## src/sv/mwsm_pkg.sv

```systemverilog
// Shared types and constants for the mecanum wheel speed mixer.
// No dependencies; imported by every module of the block.
`default_nettype none

package mwsm_pkg;

  localparam int NumWheels = 4;

  localparam int SpeedW    = 16;                // command and wheel speed fields
  localparam int LimW      = 15;                // clamp limits, wheel limit
  localparam int RatioW    = 16;                // Q8.8 turn ratios
  localparam int RpmRatioW = 24;                // Q0.24 rpm ratio
  localparam int TurnW     = SpeedW + RatioW + 1; // signed turn term
  localparam int SumW      = TurnW;             // signed Q24.8 wheel sum
  localparam int MagW      = SumW - 1;          // magnitude of a wheel sum
  localparam int WholeW    = MagW + RpmRatioW - 32; // integer rpm part
  localparam int AbsW      = SpeedW;            // |rpm| up to 32768
  localparam int DivW      = AbsW + LimW;       // |rpm| * wheel limit
  localparam int QuoW      = LimW;              // scaled speed never exceeds limit
  localparam int CfgAddrW  = 3;
  localparam int CfgDataW  = 24;

  localparam logic [LimW-1:0]      RstMaxForward = 15'd3300;
  localparam logic [LimW-1:0]      RstMaxSide    = 15'd3300;
  localparam logic [LimW-1:0]      RstMaxTurn    = 15'd300;
  localparam logic [LimW-1:0]      RstMaxWheel   = 15'd8500;
  localparam logic [RatioW-1:0]    RstFrontRatio = 16'd2227;
  localparam logic [RatioW-1:0]    RstBackRatio  = 16'd2227;
  localparam logic [RpmRatioW-1:0] RstRpmRatio   = 24'd110727;

  typedef enum logic [CfgAddrW-1:0] {
    REG_MAX_FORWARD = 3'd0,
    REG_MAX_SIDE    = 3'd1,
    REG_MAX_TURN    = 3'd2,
    REG_MAX_WHEEL   = 3'd3,
    REG_FRONT_RATIO = 3'd4,
    REG_BACK_RATIO  = 3'd5,
    REG_RPM_RATIO   = 3'd6
  } cfg_reg_e;

  typedef struct packed {
    logic [LimW-1:0]      max_forward_speed;
    logic [LimW-1:0]      max_side_speed;
    logic [LimW-1:0]      max_turn_speed;
    logic [LimW-1:0]      max_wheel_speed;
    logic [RatioW-1:0]    front_turn_ratio;
    logic [RatioW-1:0]    back_turn_ratio;
    logic [RpmRatioW-1:0] speed_to_rpm_ratio;
  } cfg_t;

  typedef struct packed {
    logic signed [SpeedW-1:0] forward_speed;
    logic signed [SpeedW-1:0] side_speed;
    logic signed [SpeedW-1:0] turn_speed;
  } cmd_t;

  typedef struct packed {
    logic signed [SpeedW-1:0] wheel_front_right;
    logic signed [SpeedW-1:0] wheel_front_left;
    logic signed [SpeedW-1:0] wheel_back_left;
    logic signed [SpeedW-1:0] wheel_back_right;
    logic                     was_scaled;
  } res_t;

  // Clamped command with the turn terms already multiplied out.
  typedef struct packed {
    logic signed [SpeedW-1:0] vx;
    logic signed [SpeedW-1:0] vy;
    logic signed [TurnW-1:0]  tf;
    logic signed [TurnW-1:0]  tb;
  } mix_t;

  // Requests still in the front stages, for queue credit.
  typedef struct packed {
    logic f0_valid;
    logic f1_valid;
  } front_status_t;

endpackage

`default_nettype wire

```

## src/sv/mwsm_fifo.sv

```systemverilog
// Short queue between front and back of the mixer.
// Uses mwsm_pkg for the entry type.
`default_nettype none

module mwsm_fifo import mwsm_pkg::*; #(
  parameter int Depth = 4
) (
  input  wire logic                       clk_i,
  input  wire logic                       rst_ni,
  input  wire logic                       push_i,
  input  wire mix_t                       push_data_i,
  input  wire logic                       pop_i,
  output mix_t                            pop_data_o,
  output logic                            empty_o,
  output logic [$clog2(Depth+1)-1:0]      count_o
);

  localparam int PtrW = $clog2(Depth);
  localparam int CntW = $clog2(Depth + 1);

  mix_t            mem_q [Depth];
  logic [PtrW-1:0] wr_ptr_q, rd_ptr_q;
  logic [CntW-1:0] count_q;
  logic            do_pop;

  assign do_pop = pop_i && (count_q != '0);

  always_ff @(posedge clk_i or negedge rst_ni) begin
    if (!rst_ni) begin
      wr_ptr_q <= '0;
      rd_ptr_q <= '0;
      count_q  <= '0;
    end else begin
      if (push_i) begin
        wr_ptr_q <= (wr_ptr_q == PtrW'(Depth - 1)) ? '0 : wr_ptr_q + 1'b1;
      end
      if (do_pop) begin
        rd_ptr_q <= (rd_ptr_q == PtrW'(Depth - 1)) ? '0 : rd_ptr_q + 1'b1;
      end
      count_q <= count_q + CntW'(push_i) - CntW'(do_pop);
    end
  end

  always_ff @(posedge clk_i) begin
    if (push_i) begin
      mem_q[wr_ptr_q] <= push_data_i;
    end
  end

  assign pop_data_o = mem_q[rd_ptr_q];
  assign empty_o    = (count_q == '0);
  assign count_o    = count_q;

endmodule

`default_nettype wire

```

## config.mk

```make
export PLATFORM = sky130hd
export DESIGN_NAME = mwsm_fifo
export DESIGN_NICKNAME = d
export VERILOG_FILES = /design/src/sv/mwsm_pkg.sv /design/src/sv/mwsm_fifo.sv
export SDC_FILE = /design/constraint.sdc
export NUM_CORES = 1
export LEC_CHECK = 0
export ABC_AREA = 1
export BUFFER_PORTS_ARGS = -buffer_cell sky130_fd_sc_hd__buf_2
export CORE_ASPECT_RATIO = 1.25
export CORE_UTILIZATION = 43
export DETAILED_ROUTE_END_ITERATION = 8
export HOLD_SLACK_MARGIN = 0.03
export PLACE_DENSITY = 0.7
export SYNTH_ARGS = -nofsm -noshare
export SYNTH_HDL_FRONTEND = slang
export SYNTH_SLANG_ARGS = --single-unit
```

## constraint.sdc

```tcl
create_clock -name clk_i -period 6.8 [get_ports clk_i]
set_input_delay 1.36 -clock clk_i [delete_from_list [all_inputs] [get_ports clk_i]]
set_output_delay 1.36 -clock clk_i [all_outputs]
set_load 0.02 [all_outputs]
```

==> out/qor.csv, run 1 <==
stage;metric;value;unit
setup_path;kind of critical path;reg2out;
clocking;post-CTS setup buffer count;0;
finish;post-route cell area;18500;µm²
clocking;H-tree depth;2;
clocking;CTS Sinks;399;
setup_path;critical path cell sequence;inv_4, buf_4, o211ai_2, nand2_1, buf_2;
setup_path;Req. time, crit path;5.44;ns
setup_path;CP Buf/Inv Count;3;
detailed_routing;drt drc;0;
synth;syn avg cell area;13.5;µm²
pwr;PD cells;438;nW/µm²
synth;sequential area share after synthesis;74.0;%
placement;Port Buf Inserts;203;
placement;Place WS;2.87;ns
run_status;status;completed;
setup_path;CP max stage delay;0.73;ns
detailed_routing;Post-DRT Antenna Nets;0;
synth;ranking of synthesized cells by area;edfxtp_1, o211ai_1, nand2_1;
synth;Post-synth ARST share;1.75;%
synth;count leader, synth;edfxtp_1;
setup_path;Setup crit end kind;output port;
grt;Congestion Overflow GR;0;
worst_hold_path;Worst Hold Launch;wr_ptr_q[0];
synth;Synth top cells by count;edfxtp_1, nand2_1, inv_1;
grt;initial antenna violation count;3;
pwr;P_leak;0.00733;µW
clocking;post_cts resized;0;
timing;max-slew violation count;0;
grt;gr usage total;16.1;%
detailed_routing;vias per inst;4.86;
detailed_routing;DR pass1 iterations;5;
clocking;Clock Path Buffers;3;
setup_path;worst r2r path cells;5;
synth;post-synthesis cell type count;18;
floorplanning;Die Area;38300;µm²
timing;period utilisation layout;64.5;%
setup_path;Worst EP arrival;3.03;ns
synth;Post-Syn Area;16100;µm²
pwr;worst vdd ir;373;µV
clocking;Worst-path clk slew;0.06;ns
floorplanning;FP Rows;79;
job;# Max-Cap Violations;0;
setup_path;Worst path slowest cell;dfrtp_4;
timing;# setup viols final;0;
setup_path;CP startpoint kind;register;
synth;syn nets;1306;
clocking;TritonCTS clock tree;yes;
timing;Max-Slew Margin vs Limit;30.8;%
finish;share of post-route cells with drive strength above 1;19.5;%
setup_path;R2R Setup Slk;4.31;ns
timing;achievable frequency;0.228;GHz
timing;Setup WS post-layout;2.41;ns
synth;synth warn;0;
floorplanning;Core Area;37100;µm²
setup_path;R2R Path End;mem_q[0][65];
timing;Final Hold Viols;0;
placement;placed cell areas;17300;µm²
detailed_routing;wire length per cell;16.1;µm
timing;worst-margin pin slew;1.04;ns
detailed_routing;via count;9246;
worst_hold_path;hold path depth;3;
clocking;TritonCTS buffer count;39;
grt;largest net degree at the start of global routing;212;
placement;gpl congestion;0.717;
clocking;Skew-Pair Late Insertion Delay;0.53;ns
worst_hold_path;Hold WC Path Type;reg2reg;
setup_path;crit path from;rd_ptr_q[1];
timing;clk_skew;0.00746;ns
synth;Post-synth EDFFs;392;
detailed_routing;iteration-0 DRC count of the detailed router;389;
setup_path;r2r startpoint;wr_ptr_q[0];
clocking;Clock Tree Root;clkbuf_16;
floorplanning;DIE HEIGHT;219;µm
synth;Main synth FF type;edfxtp_1;
timing;Setup TNS Final;0;ns
grt;first-pass GRT wire length;47200;µm
detailed_routing;DRT Wirelength;30700;µm
timing;unrepaired setup endpoints after global routing;no;
clocking;hold_buf cts;0;
synth;cell count after synthesis;1196;
finish;Syn-to-layout area delta;14.7;%
synth;share of the synthesized area in the top cell type;72.9;%
placement;DP HPWL;17600;µm
setup_path;critical path peak fanout;51;
synth;number of synthesized register bits;399;
timing;Tmin final;4.39;ns
finish;Nets;1494;
floorplanning;Die Wd;175;µm
synth;post-synth top area cell;edfxtp_1;
floorplanning;Initial Util;43.6;%
floorplanning;Ports;204;
worst_hold_path;Worst Hold End;wr_ptr_q[0];
setup_path;Crit path max-delay family;buffers and inverters;
grt;number of global-route vias before repair;9022;
## through the flow
| stage | hold slack, ns | util, % | cells | power, µW |
|---|---|---|---|---|
| floorplan | 0.551 | - | 1196 | 5470 |
| global placement | 0.580 | 46.6 | 1829 | 6060 |
| detailed placement | 0.596 | 46.6 | 1829 | 6120 |
| CTS | 0.604 | 50.0 | 1899 | 8230 |
| global route | 0.657 | 50.0 | 1901 | 8590 |
| finish | 0.594 | 50.0 | 1901 | 8120 |
## cells in the final DEF (no fill, tap or decap)
master / synthesis / final
bufinv_16: 0 / 4
xor2_1: 1 / 1
xnor2_1: 1 / 1
o211ai_1: 191 / 191
o21ai_0: 2 / 2
nand2_1: 309 / 309
clkinv_2: 0 / 4
inv_6: 0 / 1
nor2_1: 3 / 3
ha_1: 7 / 7
diode_2: 0 / 2
inv_1: 209 / 205
clkbuf_16: 0 / 41
buf_4: 5 / 8
dfrtp_1: 7 / 5
buf_2: 17 / 203
clkinv_1: 0 / 9
buf_12: 0 / 1
edfxtp_1: 392 / 392
dfrtp_4: 0 / 2
o211ai_2: 5 / 5
nand3_1: 2 / 2
clkinvlp_4: 0 / 1
clkbuf_1: 1 / 10
inv_4: 1 / 5
fa_1: 1 / 1
## power by group
group / internal [µW] / switching (µW) / total (µW)
clock network: 1250 / 850 / 2100
logic: 790 / 1880 / 2670
registers: 3160 / 182 / 3340
total: 5200 / 2920 / 8120
## worst max-delay path by stage
stage	depth (start not counted)	end	slack [ns]
after floorplan	2	mem_q[3][0]	3.05
after global placement	5	pop_data_o[15]	2.89
after detailed placement	5	pop_data_o[3]	2.87
after CTS	5	pop_data_o[3]	2.27
after global routing	5	pop_data_o[39]	2.21
final	5	pop_data_o[3]	2.41
## sequential cells by signal (all words and copies together), names as in the netlist
register  count
mem_q       392
count_o       3
rd_ptr_q      2
wr_ptr_q      2
## kinds of logic (layout without fill, tap and decap cells)
family,after synthesis,after routing,share of synthesized area (%)
AO/OA/AOI/OAI,198,198,9.33
XOR/XNOR,2,2,0.108
adder cells (fa/ha/maj),8,8,0.666
buffers and inverters,275,492,8.61
flip-flops,399,399,74.0
other,0,2,0
AND/OR/NAND/NOR,314,314,7.31
## layout make-up
type	count	area, µm²
fillers	3125	18500
flip-flops and latches	399	12000
multi-input cells	522	2810
repair buffers	212	1100
clock buffers	51	1060
inverters	210	801
well taps	486	608
clock inverters	19	190
diodes	2	5.00
## layer usage
| metal | vias to the layer above | track usage [%] | part of all wire [%] |
|---|---|---|---|
| li1 | 4534 | - | - |
| met1 | 4436 | 18.1 | 40 |
| met2 | 218 | 29.5 | 52 |
| met3 | 56 | 3.78 | 5.6 |
| met4 | 2 | 5.54 | 2.5 |
| met5 | - | 0 | 0.029 |
## worst reg2reg max path, cell delays in order (launching register included)
cell and delay, ns:
dfrtp_1 0.41, inv_1 0.11, ha_1 0.16, nand2_1 0.08
inv_4 0.56, buf_4 0.78
Power figures use the tool's default switching activity.
==> run 2, diff against run 1 <==
- clock period: 6.8 -> 4.1 ns (I/O delays scaled with it)
==> run 2 against run 1 <==
  * Combinational power grew 75%
  * Sequential cell count is the same
  * Die area unchanged
  * Clock power rose by 75%
  * Clock-buffer cell count up 4
  * Register-to-register slack got worse by 2.2 ns
  * Clock skew is 0.0070 ns higher
  * Wire length increased by 0.80%
  * Non-clock buffer count is 7 higher
  * Final cell count up 0.74%
  * Via count up 0.67%
  * Largest cell class unchanged
==> out/qor.csv, run 2 (same netlist as run 1, synthesis figures left out) <==
stage;metric;value;unit;change
grt;met2 usage;29.4;%;-0.15 points
grt;initial antenna violation count;7;;+4
setup_path;critical path peak fanout;142;;+180%
setup_path;Req. time, crit path;3.28;ns;-2.16 ns
setup_path;worst r2r path cells;10;;+5
grt;GR peak layer;met2;;
timing;achievable frequency;0.314;GHz;
detailed_routing;iteration-0 DRC count of the detailed router;566;;+46%
finish;Most flops, register;mem_q;;
clocking;Worst-path clk slew;0.06;ns;about the same
timing;# setup viols final;0;;unchanged
timing;Final Hold Viols;0;;unchanged
pwr;P_int;8840;µW;+70%
timing;Setup TNS Final;0;ns;unchanged
floorplanning;Die Area;38300;µm²;unchanged
setup_path;kind of critical path;reg2out;;
clocking;post-CTS setup buffer count;0;;unchanged
setup_path;crit path capture;pop_data_o[50];;
setup_path;crit path from;rd_ptr_q[0];;
clocking;Clock Tree Root;clkbuf_16;;
detailed_routing;drt drc;0;;unchanged
detailed_routing;DR pass1 iterations;5;;unchanged
grt;first-pass GRT wire length;47600;µm;+0.96%
grt;GR met1 Demand/Resource;18.5;%;+0.43 points
pwr;Comb power frac;33.9;%;+1.0 points
floorplanning;Initial Util;43.6;%;unchanged
floorplanning;DIE HEIGHT;219;µm;unchanged
clocking;hold_buf cts;0;;unchanged
grt;M3 GR Usage;3.24;%;-0.54 points
finish;most common cell after layout, fill and taps aside;edfxtp_1;;
pwr;Clock Power Share;26.6;%;+0.7 points
timing;period utilisation layout;77.7;%;
timing;worst-margin pin slew;0.691;ns;-0.347 ns
placement;Port Buf Inserts;203;;unchanged
detailed_routing;via count;9308;;+0.67%
finish;most frequent cells in the layout;edfxtp_1, nand2_1, inv_1, buf_2, o211ai_1;;
clocking;Skew-Pair Late Insertion Delay;0.53;ns;about the same
finish;share of post-route cells with drive strength above 1;20.3;%;+0.83 points
clocking;Clock Path Buffers;3;;unchanged
timing;Max-Slew Margin vs Limit;53.9;%;+23 points
finish;max reg flops;392;;unchanged
finish;final core utilization;50.6;%;+0.62 points
pwr;P_leak;0.00743;µW;+1.3%
clocking;H-tree depth;2;;unchanged
job;# Max-Cap Violations;0;;unchanged
placement;DP HPWL;18000;µm;+2.6%
grt;gr usage total;16.1;%;+0.074 points
detailed_routing;vias per inst;4.86;;about the same
clocking;TritonCTS clock tree;yes;;
finish;fillcell total;3125;;unchanged
grt;number of global-route vias before repair;9209;;+2.1%
pwr;Sw Share;35.9;%;about the same
timing;unrepaired setup endpoints after global routing;no;;
floorplanning;Die Wd;175;µm;unchanged
grt;largest net degree at the start of global routing;143;;-33%
worst_hold_path;Hold WC Path Type;in2async;;
timing;Tmin final;3.19;ns;
pwr;switching pwr;4950;µW;+70%
setup_path;Setup crit end kind;output port;;
pwr;Flop pwr share;39.5;%;-1.7 points
finish;Syn-to-layout area delta;16.2;%;
clocking;CTS Sinks;399;;unchanged
setup_path;Worst EP arrival;2.37;ns;-0.66 ns
detailed_routing;wire length per cell;16.2;µm;about the same
setup_path;R2R Setup Slk;2.09;ns;-2.22 ns
timing;max-slew violation count;0;;unchanged
clocking;post_cts resized;0;;unchanged
grt;Congestion Overflow GR;0;;unchanged
floorplanning;FP Rows;79;;unchanged
setup_path;r2r startpoint;count_o[1];;
pwr;worst vdd ir;410;µV;+9.8%
detailed_routing;Post-DRT Antenna Nets;0;;unchanged
floorplanning;Ports;204;;unchanged
clocking;TritonCTS buffer count;40;;+2.6%
pwr;PD cells;735;nW/µm²;+68%
finish;Nets;1502;;+0.54%
setup_path;R2R Path End;count_o[1];;
detailed_routing;DRT Wirelength;30900;µm;+0.80%
floorplanning;Core Area;37100;µm²;unchanged
setup_path;CP startpoint kind;register;;
placement;gpl congestion;0.736;;+2.7%
timing;clk_skew;0.0144;ns;+0.00696 ns
run_status;status;completed;;
-- run 2: changes by cell type in the layout (fill, tap and decap cells not counted), sizes merged --
| cell | change |
|---|---|
| buf | +7 |
| clkbuf | +4 |
| clkinv | -4 |
| diode | +3 |
| inv | +2 |
| bufinv | +1 |
| clkinvlp | +1 |
-- run 2: layer usage --
metal	wire, µm	part of all wire, %
met5	11	0.036
met4	885	2.9
met3	1590	5.1
met2	16000	52
met1	12500	40
-- run 2: stage by stage --
step	cells	instance area (µm²)	total power (µW)	hold slack, ns	worst slack [ns]
finish	1915	18800	13800	0.132	0.914
global route	1915	18800	14500	0.118	0.738
CTS	1910	18700	14000	0.106	0.907
detailed placement	1836	17400	10300	0.608	1.48
global placement	1836	17400	10200	0.575	1.51
floorplan	1196	16100	9070	0.524	0.892
-- run 2: layout make-up --
type	instances	area, µm²	share of cell area [%]
antenna	5	12.5	0.0667
clock buffer	55	1100	5.86
clock inverter	19	239	1.27
inverter	210	801	4.27
multi-input combinational	522	2810	15.0
sequential	399	12000	63.7
tap	486	608	3.24
timing repair buffer	219	1240	6.59
-- run 2: worst min path at each step --
stage | start | end | cells after the start
final | rst_ni | rd_ptr_q[0] | 1
after global routing | rst_ni | wr_ptr_q[0] | 1
after CTS | rst_ni | rd_ptr_q[1] | 1
after detailed placement | wr_ptr_q[0] | wr_ptr_q[0] | 3
after global placement | wr_ptr_q[0] | wr_ptr_q[0] | 3
after floorplan | rst_ni | count_o[0] | 0
-- run 2: power groups by stage --
stage	combinational, µW	sequential [µW]	clock (µW)
floorplan	3560	5510	0
CTS	4750	5450	3760
global placement	4660	5510	0
finish	4670	5450	3670
global route	5120	5510	3910
detailed placement	4740	5540	0
-- run 2: worst max-delay path, stage by stage, from the launching register on --
cell      delay [ns]
dfrtp_4         0.72
buf_12          0.43
o211ai_1        0.19
nand2_1         0.14
buf_2           0.18
